==> src/rtl/sample_voice_mixer_macros.svh <==
// Assertion macros for the sample voice mixer.
// Used by the RTL files that carry concurrent checks; relies on clk and rst_n in scope.
`ifndef SAMPLE_VOICE_MIXER_MACROS_SVH
`define SAMPLE_VOICE_MIXER_MACROS_SVH
`ifndef NO_ASSERTIONS
`define SVM_ASSERT_IMPL(label, cond, prop, msg) \
  label: assert property (@(posedge clk) disable iff (!rst_n) (cond) |-> (prop)) \
    else $error(msg);
`define SVM_ASSERT_NEXT(label, cond, prop, msg) \
  label: assert property (@(posedge clk) disable iff (!rst_n) (cond) |=> (prop)) \
    else $error(msg);
`else
`define SVM_ASSERT_IMPL(label, cond, prop, msg)
`define SVM_ASSERT_NEXT(label, cond, prop, msg)
`endif
`endif

==> src/rtl/svm_pkg.sv <==
// Shared types and constants for the sample voice mixer.
// No dependencies.
`timescale 1ns / 1ps
package svm_pkg;
  localparam int DEF_VOICES       = 16;
  localparam int DEF_SAMPLE_WORDS = 65536;

  localparam int OP_W    = 2;
  localparam int VSEL_W  = 4;
  localparam int ADDR_W  = 16;
  localparam int SMP_W   = 16;
  localparam int LEN_W   = 16;
  localparam int VOL_W   = 9;
  localparam int PAN_W   = 10;
  localparam int RATE_W  = 18;
  localparam int PH_W    = 16;
  localparam int WGT_W   = 10;
  localparam int MASK_W  = 16;

  // shared multiplier operand / product widths
  localparam int MUL_W  = 28;
  localparam int PROD_W = 2 * MUL_W;
  localparam int FRAC_SH = 34;

  localparam logic [VOL_W-1:0] MASTER_RESET = 9'd256;

  typedef enum logic [OP_W-1:0] {
    OP_WRITE  = 2'd0,
    OP_START  = 2'd1,
    OP_STOP   = 2'd2,
    OP_RENDER = 2'd3
  } op_t;
endpackage

==> src/rtl/svm_mul.sv <==
// Shared signed multiplier with registered product.
// Depends on svm_pkg for operand widths.
`timescale 1ns / 1ps
module svm_mul (
  input  logic                              clk,
  input  logic signed [svm_pkg::MUL_W-1:0]  a,
  input  logic signed [svm_pkg::MUL_W-1:0]  b,
  output logic signed [svm_pkg::PROD_W-1:0] prod_r
);
  import svm_pkg::*;

  always_ff @(posedge clk) begin
    prod_r <= PROD_W'(a) * PROD_W'(b);
  end
endmodule

==> config.mk <==
export PLATFORM = sky130hd
export DESIGN_NAME = svm_mul
export DESIGN_NICKNAME = d
export VERILOG_FILES = /design/src/rtl/sample_voice_mixer_macros.svh /design/src/rtl/svm_pkg.sv /design/src/rtl/svm_mul.sv
export SDC_FILE = /design/constraint.sdc
export NUM_CORES = 2
export LEC_CHECK = 0
export BUFFER_PORTS_ARGS = -buffer_cell sky130_fd_sc_hd__buf_2
export CORE_ASPECT_RATIO = 1.25
export CORE_MARGIN = 4
export CORE_UTILIZATION = 55
export CTS_CLUSTER_SIZE = 16
export DETAILED_ROUTE_END_ITERATION = 10
export PLACE_DENSITY = 0.71
export SYNTH_ARGS = -nofsm -noshare
export SYNTH_HDL_FRONTEND = slang
export SYNTH_SLANG_ARGS = --single-unit
==> constraint.sdc <==
create_clock -name clk -period 10.5 [get_ports clk]
set_input_delay 2.625 -clock clk [delete_from_list [all_inputs] [get_ports clk]]
set_output_delay 2.625 -clock clk [all_outputs]
set_load 0.03 [all_outputs]
==> summary.txt <==
Run status
  – Outcome: completed

Clock tree
  – Clock tree from TritonCTS: done
  – Root cell of the clock tree: clkbuf_16
  – Clock transition at path regs: 0.08 ns
  – Total clock buffers created by CTS: 5
  – Total number of H-tree levels: 2
  – Hold buffer count at CTS: 0
  – Count of instances resized after the clock tree is built: 0
  – Post-CTS setup buffers: 0
  – Clock Sinks: 56
  – Clock Tree Buf Depth: 2

Critical path
  – Crit path launch type: input port
  – Gate family responsible for the most delay along the worst path: adder cells
  – Slowest stage cell on the critical path: fa_1
  – Req. time, crit path: 10.77 ns
  – Maximum fanout count along the critical path: 23
  – Critical-path cell list: buf_2 > nand2_1 > fa_1 > inv_1 > fa_1 > inv_1 > fa_1 > inv_1 > fa_1 > fa_1 > fa_1 > fa_1 > ha_1 > ha_1 > a21oi_1 > and2_1 > a21boi_1 > o21ai_0 > nor4_2 > nor2_2 > a311oi_2 > xnor2_1
  – Crit path kind: input port to flop
  – Crit end category: flop
  – Buffers & Inverters on Critical Path: 4
  – Delay of the slowest critical-path stage: 0.73 ns
  – Data arrival time of the worst path: 10.29 ns
  – Cell type with the highest occurrence count on the critical path: fa_1

Floorplan
  – Placement row count: 95
  – Die Height: 269 um
  – Core Box Area: 54000 um2
  – Ports placed on the boundary: 113
  – Die Footprint: 58500 um2
  – Initial Util: 55.7%
  – Die X: 217 um

Hold path
  – Path type of the worst min-delay path: input port to flop

Timing
  – Setup Viol. Count Final: 0
  – Unrepaired setup endpoints after global routing: no
  – Highest clock rate: 99.8 MHz
  – Final max-slew violation count: 0
  – Fin. Hold Viols: 0
  – Share of the cycle needed by the critical path after routing: 95.4%
  – Setup tns final: 0 ns
  – Remaining max-slew budget at the tightest pin: 41.3%
  – Worst-Margin Slew: 0.881 ns
  – Minimum clock period: 10.02 ns

Cells and area
  – Post-Layout Cell Count: 3924
  – Post-synthesis to final-layout area growth: 4.42%
  – Nets@finish: 4257
  – Largest registers: prod_r x56
  – Reg with most FFs: prod_r
  – Share of layout cells above drive strength 1: 6.14%
  – Max FFs per register: 56

Logic synthesis
  – Register area share after synthesis: 3.73%
  – Number of flip-flops and latches in the synthesized netlist: 56
  – Share of synthesized flip-flops with an asynchronous set or reset: 0%
  – Number of flops mapped to enable cells by yosys: 0
  – Combined area of all synthesized cells: 30100 um2
  – Synth unique cells: 78
  – Number of standard cells after synthesis: 3197
  – Avg Inst Size Synth: 9.41 um2
  – Dominant synthesized flop cell: dfxtp_1
  – Net count after synthesis: 4262
  – Number of warnings printed during yosys synthesis: 0

GRT
  – GRT Total Usage: 29.8%
  – Pin count of the biggest net entering global routing: 30
  – Number of global-route vias before repair: 25.6k
  – Total grt overflow: 0
  – Number of antenna violations at the first check in global routing: 3
  – First-pass GRT wire length: 134000 um

Placed design
  – Global placer's final weighted congestion: 0.954
  – Count of port buffers added during placement: 112
  – Number of cells in the design after placement: 3912
  – Post-DP HPWL: 69400 um

Routing
  – Number of vias per cell: 5.57
  – Total wirelength of the detailed-routed design: 85100 um
  – Detailed Routing Iterations Pass 1: 6
  – Routed vias: 21.9k
  – First-iteration detailed-routing DRC count: 1395
  – DRC violations left: 0
  – Post-route ant nets: 0
  – Average wire per standard cell: 21.7 um

Job
  – Max capacitance violation total: 0
[synth_stat cells (20+ instances only)]
cell type  number  area share, %
dfxtp_1        56            3.7
a21o_1         20           0.50
a21oi_1        49           0.82
and2_1        403            8.4
o21ai_0        22           0.37
clkbuf_1      163            2.0
ha_1          185            7.7
fa_1          823             55
nand2_1       388            4.8
inv_1         810             10
nor2b_1        21           0.44
nor2_1         32           0.40
xnor2_1        45            1.3
[kinds of logic after synthesis]
| kind of cell | after synthesis | share of synthesized area [%] |
|---|---|---|
| adder cells (fa/ha/maj) | 1008 | 62.5 |
| buffers and inverters | 981 | 12.3 |
| AND/OR/NAND/NOR | 914 | 15.6 |
| AO/OA/AOI/OAI | 180 | 4.16 |
| XOR/XNOR | 57 | 1.66 |
| flip-flops | 56 | 3.73 |
| multiplexers | 1 | 0.0374 |
[per-stage QoR]
stage	util (%)	setup WS, ns	cell area [um2]	hold WS, ns
after floorplan	-	0.604	30100	2.75
after CTS	58.2	0.554	31400	2.91
after global routing	58.2	0.108	31400	2.92
after detailed placement	57.9	0.218	31200	3.06
final	58.2	0.483	31400	2.92
after global placement	57.9	0.329	31200	3.06
[final timing paths]
check / depth (start not counted) / startpoint / to / slack (ns)
worst max-delay path: 22 / b[5] / prod_r[48] / 0.48
worst min-delay path: 2 / b[0] / prod_r[0] / 2.92
[layout by cell type (no fill, tap or decap), types with 3 or more instances in the layout]
cell type,instances
a211oi_1,8
a21o_1,20
a21oi_1,49
a21oi_2,4
a311oi_1,3
a31oi_1,11
and2_1,403
and3_1,8
buf_2,112
buf_4,47
clkbuf_16,5
dfxtp_1,56
diode_2,4
fa_1,823
ha_1,185
inv_1,810
nand2_1,388
nand2b_1,7
nand3_1,7
nand4_1,9
nor2_1,32
nor2b_1,21
nor3_1,14
nor3b_1,3
o211ai_1,5
o21a_1,5
o21ai_0,22
o21ai_1,6
o21ai_2,3
o21bai_1,11
o31ai_1,3
xnor2_1,45
xor2_1,12
[metal layers]
layer  part of all wire, %  track usage, %  vias up
li1                      -               -     9158
met1                    32            31.1    11378
met2                    54            54.9      946
met3                   5.4            3.66      387
met4                   8.8            21.2        0
met5                     0               0        -
[layout make-up]
class,instances,area (um2)
fillers,4795,22600
clock inverters,3,28.8
clock buffers,5,125
multi-input cells,2160,25300
diodes,4,10.0
flip-flops and latches,56,1120
repair buffers,159,913
well taps,727,910
inverters,810,3040
Power is left out: the tool's default activity adds up to more than one toggle a clock period on the data nets, which glitch-free logic cannot reach.
